--- config.mk ---
export PLATFORM = sky130hd
export DESIGN_NAME = nearest_light_list_core
export DESIGN_NICKNAME = d
export VERILOG_FILES = /design/src/design/nll_pkg.sv /design/src/design/nll_dist.sv /design/src/design/nll_store.sv /design/src/design/nearest_light_list_core.sv
export SDC_FILE = /design/constraint.sdc
export NUM_CORES = 2
export LEC_CHECK = 0
export ABC_AREA = 0
export BUFFER_PORTS_ARGS = -buffer_cell sky130_fd_sc_hd__buf_2
export CAP_MARGIN = 40
export CORE_ASPECT_RATIO = 1.1
export CORE_MARGIN = 5
export CORE_UTILIZATION = 60
export CTS_CLUSTER_SIZE = 30
export DETAILED_ROUTE_END_ITERATION = 12
export PLACE_DENSITY = 0.78
export SKIP_CTS_REPAIR_TIMING = 1
export SLEW_MARGIN = 30
export SYNTH_ARGS = -nofsm -noshare
export SYNTH_HDL_FRONTEND = slang
export SYNTH_SLANG_ARGS = --single-unit
--- constraint.sdc ---
create_clock -name clk_i -period 12.26 [get_ports clk_i]
set_input_delay 1.839 -clock clk_i [delete_from_list [all_inputs] [get_ports clk_i]]
set_output_delay 1.839 -clock clk_i [all_outputs]
set_load 0.02 [all_outputs]
--- src/design/nll_pkg.sv ---
// ----------------------------------------------------------------------------
// Nearest light list package
// Shared types and constants for the nearest light list core.
// ----------------------------------------------------------------------------
package nll_pkg;

  localparam int unsigned PosW  = 16;
  localparam int unsigned ColW  = 8;
  localparam int unsigned RadW  = 16;
  localparam int unsigned DistW = 34;
  localparam int unsigned SlotW = 3;
  localparam int unsigned CntW  = 4;
  localparam int unsigned MaxRes = 8;

  typedef enum logic [1:0] {
    OpAppend  = 2'd0,
    OpInsert  = 2'd1,
    OpRead    = 2'd2,
    OpClosest = 2'd3
  } op_e;

  typedef struct packed {
    logic signed [PosW-1:0] x;
    logic signed [PosW-1:0] y;
    logic signed [PosW-1:0] z;
    logic [ColW-1:0]        red;
    logic [ColW-1:0]        green;
    logic [ColW-1:0]        blue;
    logic [RadW-1:0]        radius;
  } entry_t;

  typedef struct packed {
    logic en;
    logic clr;
  } dist_ctrl_t;

endpackage

--- src/design/nll_dist.sv ---
// ----------------------------------------------------------------------------
// Squared distance unit
// Accumulates one squared axis difference per enabled cycle.
// ----------------------------------------------------------------------------
module nll_dist (
  input  logic                                clk_i,
  input  logic                                rst_ni,
  input  nll_pkg::dist_ctrl_t                 ctrl_i,
  input  logic signed [nll_pkg::PosW-1:0]     a_i,
  input  logic signed [nll_pkg::PosW-1:0]     b_i,
  output logic [nll_pkg::DistW-1:0]           sum_o
);

  logic signed [nll_pkg::PosW:0]      diff;
  logic signed [2*nll_pkg::PosW+1:0]  sq;
  logic [nll_pkg::DistW-1:0]          base;
  logic [nll_pkg::DistW-1:0]          sum_d;
  logic [nll_pkg::DistW-1:0]          sum_q;

  always_comb begin
    diff  = (nll_pkg::PosW+1)'(a_i) - (nll_pkg::PosW+1)'(b_i);
    sq    = diff * diff;
    base  = ctrl_i.clr ? '0 : sum_q;
    sum_d = base + nll_pkg::DistW'(unsigned'(sq));
  end

  always_ff @(posedge clk_i or negedge rst_ni) begin
    if (!rst_ni) begin
      sum_q <= '0;
    end else if (ctrl_i.en) begin
      sum_q <= sum_d;
    end
  end

  assign sum_o = sum_q;

endmodule

--- src/design/nll_store.sv ---
// ----------------------------------------------------------------------------
// Light entry store
// Register file of light entries, one write and one read port.
// ----------------------------------------------------------------------------
module nll_store #(
  parameter int unsigned LIGHTS = 8,
  parameter int unsigned IW     = 3
) (
  input  logic             clk_i,
  input  logic             we_i,
  input  logic [IW-1:0]    waddr_i,
  input  nll_pkg::entry_t  wdata_i,
  input  logic [IW-1:0]    raddr_i,
  output nll_pkg::entry_t  rdata_o
);

  nll_pkg::entry_t mem_q [LIGHTS];

  always_ff @(posedge clk_i) begin
    if (we_i) begin
      mem_q[waddr_i] <= wdata_i;
    end
  end

  assign rdata_o = mem_q[raddr_i];

endmodule

--- src/design/nearest_light_list_core.sv ---
// ----------------------------------------------------------------------------
// Nearest light list core
// Bounded list of point lights with append (at the end), insert (ahead of the
// first entry farther from the reference point), read and closest queries.
// ----------------------------------------------------------------------------
// One item at a time. A single squared-distance unit handles one axis per
// cycle, so each distance takes the three axes in turn. Closest scans every
// listed entry, insert scans until it finds its place and then shifts the
// later entries down, and read emits one result per listed entry. A finished
// result waits in the output register while the next item is accepted.
module nearest_light_list_core #(
  parameter int unsigned LIGHTS = 8
) (
  input  logic                              clk_i,
  input  logic                              rst_ni,
  input  logic                              in_valid_i,
  output logic                              in_stall_o,
  input  logic [1:0]                        operation_i,
  input  logic [31:0]                       frame_number_i,
  input  logic signed [nll_pkg::PosW-1:0]   light_x_i,
  input  logic signed [nll_pkg::PosW-1:0]   light_y_i,
  input  logic signed [nll_pkg::PosW-1:0]   light_z_i,
  input  logic [nll_pkg::ColW-1:0]          red_i,
  input  logic [nll_pkg::ColW-1:0]          green_i,
  input  logic [nll_pkg::ColW-1:0]          blue_i,
  input  logic [nll_pkg::RadW-1:0]          light_radius_i,
  input  logic signed [nll_pkg::PosW-1:0]   ref_x_i,
  input  logic signed [nll_pkg::PosW-1:0]   ref_y_i,
  input  logic signed [nll_pkg::PosW-1:0]   ref_z_i,
  output logic                              out_valid_o,
  input  logic                              out_stall_i,
  output logic                              found_o,
  output logic [nll_pkg::SlotW-1:0]         slot_o,
  output logic [nll_pkg::CntW-1:0]          count_o,
  output logic signed [nll_pkg::PosW-1:0]   out_x_o,
  output logic signed [nll_pkg::PosW-1:0]   out_y_o,
  output logic signed [nll_pkg::PosW-1:0]   out_z_o,
  output logic [nll_pkg::ColW-1:0]          out_red_o,
  output logic [nll_pkg::ColW-1:0]          out_green_o,
  output logic [nll_pkg::ColW-1:0]          out_blue_o,
  output logic [nll_pkg::RadW-1:0]          out_radius_o,
  output logic                              last_o
);

  localparam int unsigned CW = $clog2(LIGHTS + 1);
  localparam int unsigned IW = $clog2(LIGHTS);
  localparam int unsigned WW = CW + 4;

  localparam logic [3:0] S_IDLE  = 4'd0;
  localparam logic [3:0] S_DNEW  = 4'd1;
  localparam logic [3:0] S_DSAVE = 4'd2;
  localparam logic [3:0] S_SCAN  = 4'd3;
  localparam logic [3:0] S_DENT  = 4'd4;
  localparam logic [3:0] S_CMP   = 4'd5;
  localparam logic [3:0] S_SHIFT = 4'd6;
  localparam logic [3:0] S_PUT   = 4'd7;
  localparam logic [3:0] S_EMIT  = 4'd8;
  localparam logic [3:0] S_READ  = 4'd9;

  logic [3:0]                state_q, state_d;
  logic [1:0]                axis_q, axis_d;
  logic [CW-1:0]             idx_q, idx_d;
  logic [CW-1:0]             pos_q, pos_d;
  logic [CW-1:0]             j_q, j_d;
  logic [CW-1:0]             best_idx_q, best_idx_d;
  logic                      have_q, have_d;
  logic [nll_pkg::DistW-1:0] dn_q, dn_d;
  logic [nll_pkg::DistW-1:0] best_q, best_d;
  logic [CW-1:0]             count_q, count_d;
  logic [31:0]               frame_q, frame_d;
  logic                      res_found_q, res_found_d;
  logic [CW-1:0]             res_slot_q, res_slot_d;

  nll_pkg::op_e              op_q;
  nll_pkg::entry_t           item_q;
  logic signed [nll_pkg::PosW-1:0] rx_q, ry_q, rz_q;

  logic                      out_valid_q, out_valid_d;
  logic                      found_q;
  logic [nll_pkg::SlotW-1:0] slot_q;
  logic [nll_pkg::CntW-1:0]  cnt_q;
  nll_pkg::entry_t           oent_q;
  logic                      last_q;

  logic                      acc;
  logic                      out_free;
  logic                      newer;
  logic                      is_add;
  logic [CW-1:0]             cnt_eff;
  logic [CW-1:0]             jm1;
  logic [IW-1:0]             raddr;
  logic                      we;
  logic [IW-1:0]             waddr;
  nll_pkg::entry_t           wdata;
  nll_pkg::entry_t           rdata;
  nll_pkg::dist_ctrl_t       dctl;
  logic signed [nll_pkg::PosW-1:0] da, db;
  logic [nll_pkg::DistW-1:0] dsum;
  logic                      load;
  logic                      load_found;
  logic [CW-1:0]             load_slot;
  logic                      load_entry;
  logic                      load_last;
  logic [WW-1:0]             slot_w;
  logic [WW-1:0]             cnt_w;
  logic [WW-1:0]             idx_w;
  logic                      rd_last;
  nll_pkg::entry_t           ld_ent;

  nll_store #(.LIGHTS(LIGHTS), .IW(IW)) u_store (
    .clk_i   (clk_i),
    .we_i    (we),
    .waddr_i (waddr),
    .wdata_i (wdata),
    .raddr_i (raddr),
    .rdata_o (rdata)
  );

  nll_dist u_dist (
    .clk_i  (clk_i),
    .rst_ni (rst_ni),
    .ctrl_i (dctl),
    .a_i    (da),
    .b_i    (db),
    .sum_o  (dsum)
  );

  assign in_stall_o = (state_q != S_IDLE);
  assign acc        = in_valid_i && !in_stall_o;
  assign out_free   = !out_valid_q || !out_stall_i;
  assign is_add     = (nll_pkg::op_e'(operation_i) == nll_pkg::OpAppend) ||
                      (nll_pkg::op_e'(operation_i) == nll_pkg::OpInsert);
  assign newer      = is_add && (frame_q < frame_number_i);
  assign cnt_eff    = newer ? '0 : count_q;
  assign jm1        = j_q - CW'(1);
  assign raddr      = (state_q == S_SHIFT) ? jm1[IW-1:0] : idx_q[IW-1:0];
  assign idx_w      = WW'(idx_q);
  assign rd_last    = ((idx_q + CW'(1)) == count_q) ||
                      (idx_w == WW'(nll_pkg::MaxRes - 1));

  always_comb begin
    da = rdata.x;
    db = rx_q;
    case (axis_q)
      2'd0: begin
        da = (state_q == S_DNEW) ? item_q.x : rdata.x;
        db = rx_q;
      end
      2'd1: begin
        da = (state_q == S_DNEW) ? item_q.y : rdata.y;
        db = ry_q;
      end
      2'd2: begin
        da = (state_q == S_DNEW) ? item_q.z : rdata.z;
        db = rz_q;
      end
      default: begin
        da = rdata.x;
        db = rx_q;
      end
    endcase
  end

  always_comb begin
    state_d     = state_q;
    axis_d      = axis_q;
    idx_d       = idx_q;
    pos_d       = pos_q;
    j_d         = j_q;
    best_idx_d  = best_idx_q;
    have_d      = have_q;
    dn_d        = dn_q;
    best_d      = best_q;
    count_d     = count_q;
    frame_d     = frame_q;
    res_found_d = res_found_q;
    res_slot_d  = res_slot_q;
    we          = 1'b0;
    waddr       = pos_q[IW-1:0];
    wdata       = item_q;
    dctl        = '0;
    load        = 1'b0;
    load_found  = res_found_q;
    load_slot   = res_slot_q;
    load_entry  = 1'b0;
    load_last   = 1'b1;

    case (state_q)
      S_IDLE: begin
        if (acc) begin
          if (newer) begin
            frame_d = frame_number_i;
            count_d = '0;
          end
          idx_d      = '0;
          axis_d     = '0;
          have_d     = 1'b0;
          best_idx_d = '0;
          case (nll_pkg::op_e'(operation_i))
            nll_pkg::OpAppend: begin
              pos_d   = cnt_eff;
              state_d = S_PUT;
            end
            nll_pkg::OpInsert: begin
              state_d = S_DNEW;
            end
            nll_pkg::OpRead: begin
              if (count_q == '0) begin
                res_found_d = 1'b0;
                res_slot_d  = '0;
                state_d     = S_EMIT;
              end else begin
                state_d = S_READ;
              end
            end
            default: begin
              state_d = S_SCAN;
            end
          endcase
        end
      end
      S_DNEW: begin
        dctl.en  = 1'b1;
        dctl.clr = (axis_q == 2'd0);
        axis_d   = axis_q + 2'd1;
        if (axis_q == 2'd2) begin
          axis_d  = '0;
          state_d = S_DSAVE;
        end
      end
      S_DSAVE: begin
        dn_d    = dsum;
        idx_d   = '0;
        state_d = S_SCAN;
      end
      S_SCAN: begin
        axis_d = '0;
        if (idx_q == count_q) begin
          if (op_q == nll_pkg::OpInsert) begin
            pos_d   = idx_q;
            state_d = S_PUT;
          end else begin
            res_found_d = have_q;
            res_slot_d  = best_idx_q;
            state_d     = S_EMIT;
          end
        end else begin
          state_d = S_DENT;
        end
      end
      S_DENT: begin
        dctl.en  = 1'b1;
        dctl.clr = (axis_q == 2'd0);
        axis_d   = axis_q + 2'd1;
        if (axis_q == 2'd2) begin
          axis_d  = '0;
          state_d = S_CMP;
        end
      end
      S_CMP: begin
        idx_d   = idx_q + CW'(1);
        state_d = S_SCAN;
        if (op_q == nll_pkg::OpInsert) begin
          if (dn_q < dsum) begin
            idx_d   = idx_q;
            pos_d   = idx_q;
            j_d     = (count_q == CW'(LIGHTS)) ? count_q - CW'(1) : count_q;
            state_d = S_SHIFT;
          end
        end else if (!have_q || (dsum < best_q)) begin
          have_d     = 1'b1;
          best_d     = dsum;
          best_idx_d = idx_q;
        end
      end
      S_SHIFT: begin
        if (j_q == pos_q) begin
          state_d = S_PUT;
        end else begin
          we    = 1'b1;
          waddr = j_q[IW-1:0];
          wdata = rdata;
          j_d   = jm1;
        end
      end
      S_PUT: begin
        state_d = S_EMIT;
        if (pos_q < CW'(LIGHTS)) begin
          we          = 1'b1;
          waddr       = pos_q[IW-1:0];
          wdata       = item_q;
          res_found_d = 1'b1;
          res_slot_d  = pos_q;
          if (count_q < CW'(LIGHTS)) begin
            count_d = count_q + CW'(1);
          end
        end else begin
          res_found_d = 1'b0;
          res_slot_d  = '0;
        end
      end
      S_EMIT: begin
        if (out_free) begin
          load    = 1'b1;
          state_d = S_IDLE;
        end
      end
      S_READ: begin
        if (out_free) begin
          load       = 1'b1;
          load_found = 1'b1;
          load_slot  = idx_q;
          load_entry = 1'b1;
          load_last  = rd_last;
          if (rd_last) begin
            state_d = S_IDLE;
          end else begin
            idx_d = idx_q + CW'(1);
          end
        end
      end
      default: begin
        state_d = S_IDLE;
      end
    endcase
  end

  assign slot_w      = WW'(load_found ? load_slot : '0);
  assign cnt_w       = WW'(count_q);
  assign ld_ent      = load_entry ? rdata : '0;
  assign out_valid_d = load ? 1'b1 : (out_stall_i ? out_valid_q : 1'b0);

  always_ff @(posedge clk_i or negedge rst_ni) begin
    if (!rst_ni) begin
      state_q     <= S_IDLE;
      axis_q      <= '0;
      idx_q       <= '0;
      pos_q       <= '0;
      j_q         <= '0;
      best_idx_q  <= '0;
      have_q      <= 1'b0;
      count_q     <= '0;
      frame_q     <= '0;
      res_found_q <= 1'b0;
      res_slot_q  <= '0;
      out_valid_q <= 1'b0;
    end else begin
      state_q     <= state_d;
      axis_q      <= axis_d;
      idx_q       <= idx_d;
      pos_q       <= pos_d;
      j_q         <= j_d;
      best_idx_q  <= best_idx_d;
      have_q      <= have_d;
      count_q     <= count_d;
      frame_q     <= frame_d;
      res_found_q <= res_found_d;
      res_slot_q  <= res_slot_d;
      out_valid_q <= out_valid_d;
    end
  end

  always_ff @(posedge clk_i) begin
    dn_q   <= dn_d;
    best_q <= best_d;
    if (acc) begin
      op_q          <= nll_pkg::op_e'(operation_i);
      item_q.x      <= light_x_i;
      item_q.y      <= light_y_i;
      item_q.z      <= light_z_i;
      item_q.red    <= red_i;
      item_q.green  <= green_i;
      item_q.blue   <= blue_i;
      item_q.radius <= light_radius_i;
      rx_q          <= ref_x_i;
      ry_q          <= ref_y_i;
      rz_q          <= ref_z_i;
    end
    if (load) begin
      found_q <= load_found;
      slot_q  <= slot_w[nll_pkg::SlotW-1:0];
      cnt_q   <= cnt_w[nll_pkg::CntW-1:0];
      oent_q  <= ld_ent;
      last_q  <= load_last;
    end
  end

  assign out_valid_o  = out_valid_q;
  assign found_o      = found_q;
  assign slot_o       = slot_q;
  assign count_o      = cnt_q;
  assign out_x_o      = oent_q.x;
  assign out_y_o      = oent_q.y;
  assign out_z_o      = oent_q.z;
  assign out_red_o    = oent_q.red;
  assign out_green_o  = oent_q.green;
  assign out_blue_o   = oent_q.blue;
  assign out_radius_o = oent_q.radius;
  assign last_o       = last_q;

endmodule

After elaboration in Yosys (flattened, before gate mapping)

Memories as Yosys holds them, arrays and structs flattened.
Cells that the tools add are included.

Register bits after elaboration: 400
Output and inout port bits: 99
Bits of input ports: 174
RAM bits: 704
Memories: 1
Word-level logic and storage cells: 215

Multipliers: 1
Reductions and logical operators: 35
Order comparisons: 5
Eq/ne operators: 42
Bitwise gates (word level): 1
$add $sub $neg: 7
Muxes and demuxes: 86

Memories:

| memory        | depth | width | rd ports | clocked after memory_dff | write ports | line            | text |
|---|---|---|---|---|---|---|---|
| u_store.mem_q | 8     | 88    | 1        | 0                        | 1           | nll_store.sv:17 | `nll_pkg::entry_t mem_q [LIGHTS];` |

Operators with widths:

| kind                                           | count |
|---|---|
| 2-to-1 mux 88 bit                              | 2 |
| 2-to-1 mux 4 bit                               | 28 |
| less-than comparator 34 bit                    | 2 |
| 2-to-1 mux 16 bit                              | 3 |
| one-hot mux 16 bit (3 select lines)            | 1 |
| 2-to-1 mux 3 bit                               | 15 |
| one-hot mux 4 bit (10 select lines)            | 1 |
| inequality test 2 bit (second input constant)  | 18 |
| adder 34 bit                                   | 1 |
| multiplier 17 x 17 -> 34 bit                   | 1 |
| 2-to-1 mux 34 bit                              | 1 |
| less-than comparator 32 bit                    | 1 |
| one-hot mux 16 bit (2 select lines)            | 1 |
| one-hot mux 4 bit (3 select lines)             | 2 |
| == test 4 x 3 -> 1 bit (second input constant) | 5 |
| 2-to-1 mux 1 bit                               | 20 |
| subtractor 16 x 16 -> 17 bit                   | 1 |
| one-hot mux 4 bit (2 select lines)             | 2 |
| one-hot mux 4 bit (4 select lines)             | 1 |
| AND reduction 7 bit                            | 2 |
| == test 4 bit                                  | 3 |
| == test 4 bit (second input constant)          | 3 |
| AND reduction 4 bit                            | 3 |
| one-hot mux 3 bit (3 select lines)             | 1 |
| 29 further kinds                               | 59 |

Logic depth before layout (Yosys ltp)

An unclocked memory read counts as a cell.

Depth in word-level cells: 8
Depth in mapped cells: 49
Gate-level depth less buffers: 46

By module

Synthesis repeated with hierarchy kept, for this count alone.

Cell total of the unflattened synthesis: 4045
Area total of the unflattened synthesis: 57750.4 µm²

By module, submodules not included:

| module                  | area each (µm²) | cells an instance | sequential area each (µm²) | times used |
|---|---|---|---|---|
| nll_store               | 26471.6         | 1031              | 21140.3                    | 1 |
| nearest_light_list_core | 17808.3         | 1544              | 10675.2                    | 1 |
| nll_dist                | 13470.4         | 1470              | 850.8                      | 1 |

Least setup slack after synthesis

No wires, ideal clock.

Kind: reg2reg
From: reg state_q[3]
To: reg u_dist.sum_q (netlist bit u_dist.sum_o[30])
Cell stages (with the launch flop): 45
Path slack: 1.592 ns
Data arrival time: 10.539 ns
Buffers on the path: 3
Data required time: 12.131 ns
Setup time: 0.129 ns
Cell sequence: dfrtp_1 nand2b_1 or2_0 buf_4 a21oi_4 buf_6 buf_6 mux4_2 mux2i_1 nand2_1 o211ai_1 a21oi_1 nor2_1 ha_1 fa_1 nor2b_1 o21ai_0 a21boi_0 [9 not listed] inv_1 ha_1 fa_1 fa_1 inv_1 fa_1 inv_1 ha_1 and2_1 a2111oi_2 nand2_1 nor3_1 a21oi_1 o41a_1 a211o_1 a21oi_1 xor2_1 o21ai_1

Word-level cells in the longest chain between the ends: 8
Elaborated cells between the ends (all ways): 15
Classes of those cells: add/sub: 2; mul: 1; eq/ne: 3; mux: 7; reduce/logical: 1; memory: 1

RTL lines:

| what                                        | line                                                                                           | text |
|---|---|---|
| start: declaration                          | nearest_light_list_core.sv:60                                                                  | `logic [3:0] state_q, state_d;` |
| start signal: assignment                    | nearest_light_list_core.sv:348                                                                 | `state_q <= state_d;` |
| == test 4 x 3 -> 1 bit                      | nearest_light_list_core.sv:136                                                                 | `assign raddr = (state_q == S_SHIFT) ? jm1[IW-1:0] : idx_q[IW-1:0];` |
| 2-to-1 mux 3 bit                            | nearest_light_list_core.sv:136                                                                 |  |
| memory read (8 x 88 bit)                    | --                                                                                             |  |
| 2-to-1 mux 16 bit, on equally long branches | nearest_light_list_core.sv:154, nearest_light_list_core.sv:146, nearest_light_list_core.sv:150 |  |
| one-hot mux 16 bit (3 select lines)         | nearest_light_list_core.sv:144                                                                 | `case (axis_q)` |
| subtractor 16 x 16 -> 17 bit                | nll_dist.sv:21                                                                                 | `diff = (nll_pkg::PosW+1)'(a_i) - (nll_pkg::PosW+1)'(b_i);` |
| multiplier 17 x 17 -> 34 bit                | nll_dist.sv:22                                                                                 | `sq = diff * diff;` |
| adder 34 bit                                | nll_dist.sv:24                                                                                 | `sum_d = base + nll_pkg::DistW'(unsigned'(sq));` |
| end signal: assignment                      | nll_dist.sv:31                                                                                 | `sum_q <= sum_d;` |
| end: declaration                            | nll_dist.sv:18                                                                                 | `logic [nll_pkg::DistW-1:0] sum_q;` |

Parallel ways exist; a longest one is shown, timed or not.
A chain may end at the register's enable or synchronous reset.

Worst setup path in the final report

Ends and elaborated chain as after synthesis.

==> metrics <==
Setup TNS 0 ps; first-pass iteration count of the detailed router 6; Skew-Pair Late Insertion Delay 720 ps; Placer Congestion 0.926; commonest cells after routing, fill and taps aside edfxtp_1, inv_1, fa_1; Max FO, Critical Path 18; final hold slack 490 ps; WP data arrival 12180 ps; Top Usage Layer GRT met2; Initial Utilization 60.5%; DP Wirelength 93.0 mm; vias in the first global route 35688; Post-route DRC 0; multi-input logic area 21500 µm²; Initial DRC Count 3489; # clock sinks 1104; met3 usage 6.14%; cell mode on critical path fa_1; Post-Syn Nets 4747; DR vias/cell 5.97; Routed WL per cell 24.2 µm; Final Max Tran Viols 0; Post-DP Area 60500 µm²; commonest non-fill, non-tap cell in the layout edfxtp_1; nets@finish 5110; RSZ-0062 raised after global routing no; path type of the worst setup path reg -> reg; Fin Clk Skew 64.2 ps; Synth Flop Type edfxtp_1; sequential area share after synthesis 57.2%; outcome completed; Final setup violation count 0; die span in y 334 µm; Hold Crit Class reg -> reg; register bit count reported by yosys 1104; CP peak stage delay 580 ps; fmax 86.1 MHz; fill cell count 6301; fin crit share 94.8%; Async S/R FF share, synth 8.79%; total grt overflow 0; Yosys cell types 79; total number of vias 34240; die width 304 µm; Worst EP required 12820 ps; CTS Buf Count 106; slowest CP cell fa_1; Area Growth Syn to Fin 12.4%; Avg Cell Area, Syn 14.2 µm²; Tot GR Track Use 27.2%; Design Area, Final 64200 µm²; final-report hold violation count 0; register area 32700 µm²; core area 94300 µm²; crit end category register; Tmin final 11620 ps; post-route ant nets 0; worst slew pin tran 1000 ps; M2 GR Usage 44.8%; clock buffer depth 3; first-pass GRT wire length 212 mm; headroom to the max-slew limit 33.1%; die area 101000 µm²; clk slew on worst S/H paths 60 ps; MaxCap Viol Count 0; cell row count 118; Yosys warning count 0; synthesized area 57100 µm²; Hold Crit Depth 1; boundary pin count 273; H-tree depth 3; GR Util met1 37.0%; CP startpoint kind register; CTS root buf clkbuf_16; R2R depth 43; antenna violations before repair 6; share of cells above drive strength 1 18.1%; CTS tree done; Mapped Cells 4021; largest net degree at the start of global routing 180; Post-synth EDFFs 1007; Port Buffer Count 272; routed wire length 139 mm
[state kept, by name (all words and copies together) (netlist names), 8 cells and up]
register / flops
dn_q: 34
frame_q: 32
rz_q: 16
out_red_o: 8
out_x_o: 16
u_dist.sum_o: 34
out_z_o: 16
out_radius_o: 16
out_y_o: 16
rx_q: 16
ry_q: 16
out_green_o: 8
best_q: 34
out_blue_o: 8
u_store.mem_q: 704
item_q: 88
[cells in the mapped netlist (8+ instances only)]
cell / number / area share (%)
xnor2_1: 49 / 0.75
a31o_2: 8 / 0.12
mux2_2: 26 / 0.51
clkbuf_1: 84 / 0.55
buf_4: 20 / 0.26
nand2_1: 293 / 1.9
a211oi_1: 12 / 0.16
nand3_1: 18 / 0.16
o22ai_1: 15 / 0.16
inv_1: 606 / 4.0
buf_6: 10 / 0.20
mux2i_1: 97 / 1.7
mux4_2: 176 / 6.9
or3_1: 9 / 0.099
nor3_1: 28 / 0.25
o21ai_0: 189 / 1.7
edfxtp_1: 1007 / 53
nand2b_1: 29 / 0.32
ha_1: 243 / 5.3
buf_2: 30 / 0.26
xor2_1: 24 / 0.37
nor2_1: 272 / 1.8
fa_1: 309 / 11
a22oi_1: 20 / 0.26
dfrtp_1: 97 / 4.3
a22o_1: 17 / 0.26
a31oi_1: 14 / 0.15
a21o_1: 52 / 0.68
nor2b_1: 19 / 0.21
nand4_1: 17 / 0.19
a21oi_1: 120 / 1.1
[critical path, delay by kind of cell, from the launching register on]
family / cells / cell delay [ps]
AOI/OAI and AO/OA: 15 / 3490
muxes: 2 / 780
xor gates and xnor gates: 2 / 330
buffers and inverters: 8 / 1290
and+or+nand+nor: 8 / 1480
adders and majority gates: 8 / 3700
DFF: 1 / 370
[final cells by class]
type | instances | share of cell area, %
antenna | 3 | 0.0117
clock buffer | 123 | 4.23
clock inverter | 75 | 1.18
inverter | 610 | 3.58
multi-input combinational | 2162 | 33.6
sequential | 1104 | 50.9
tap | 1260 | 2.46
timing repair buffer | 400 | 4.05
[per-stage QoR]
step | setup slack [ps] | instances | util [%]
3_3_place_gp | 662 | 5490 | 63.8
4_1_cts | 392 | 5704 | 67.8
5_1_grt | 36.8 | 5734 | 68.0
6_report | 640 | 5737 | 68.0
3_5_place_dp | 471 | 5506 | 64.1
2_1_floorplan | 1590 | 4021 | -
[final timing paths]
| path | startpoint | end | slack, ps |
|---|---|---|---|
| worst max register to register | state_q[3] | u_dist.sum_o[30] | 640 |
| max in group asynchronous | rst_ni | u_dist.sum_o[3] | 10060 |
| min in group asynchronous | rst_ni | frame_q[14] | 1140 |
| worst min register to register | frame_q[27] | frame_q[27] | 490 |
| worst max-delay path | state_q[3] | u_dist.sum_o[30] | 640 |
| worst min-delay path | frame_q[27] | frame_q[27] | 490 |
[cell families after synthesis]
| family | Yosys count | synth area share (%) |
|---|---|---|
| compound gates | 515 | 5.58 |
| xor+xnor | 74 | 1.15 |
| fa+ha+maj | 552 | 16.2 |
| buf+inv | 755 | 5.29 |
| flops | 1104 | 57.2 |
| mux | 305 | 9.27 |
| simple gates | 716 | 5.33 |
[layer usage]
metal | vias to the layer above | wire, µm | share of wire (%)
li1 | 14901 | - | -
met1 | 17261 | 53300 | 38
met2 | 1801 | 67400 | 49
met3 | 271 | 13600 | 9.8
met4 | 6 | 4570 | 3.3
met5 | - | 41 | 0.030
Power is left out: the tool's default activity adds up to more than one toggle a clock period on the data nets, which glitch-free logic cannot reach.
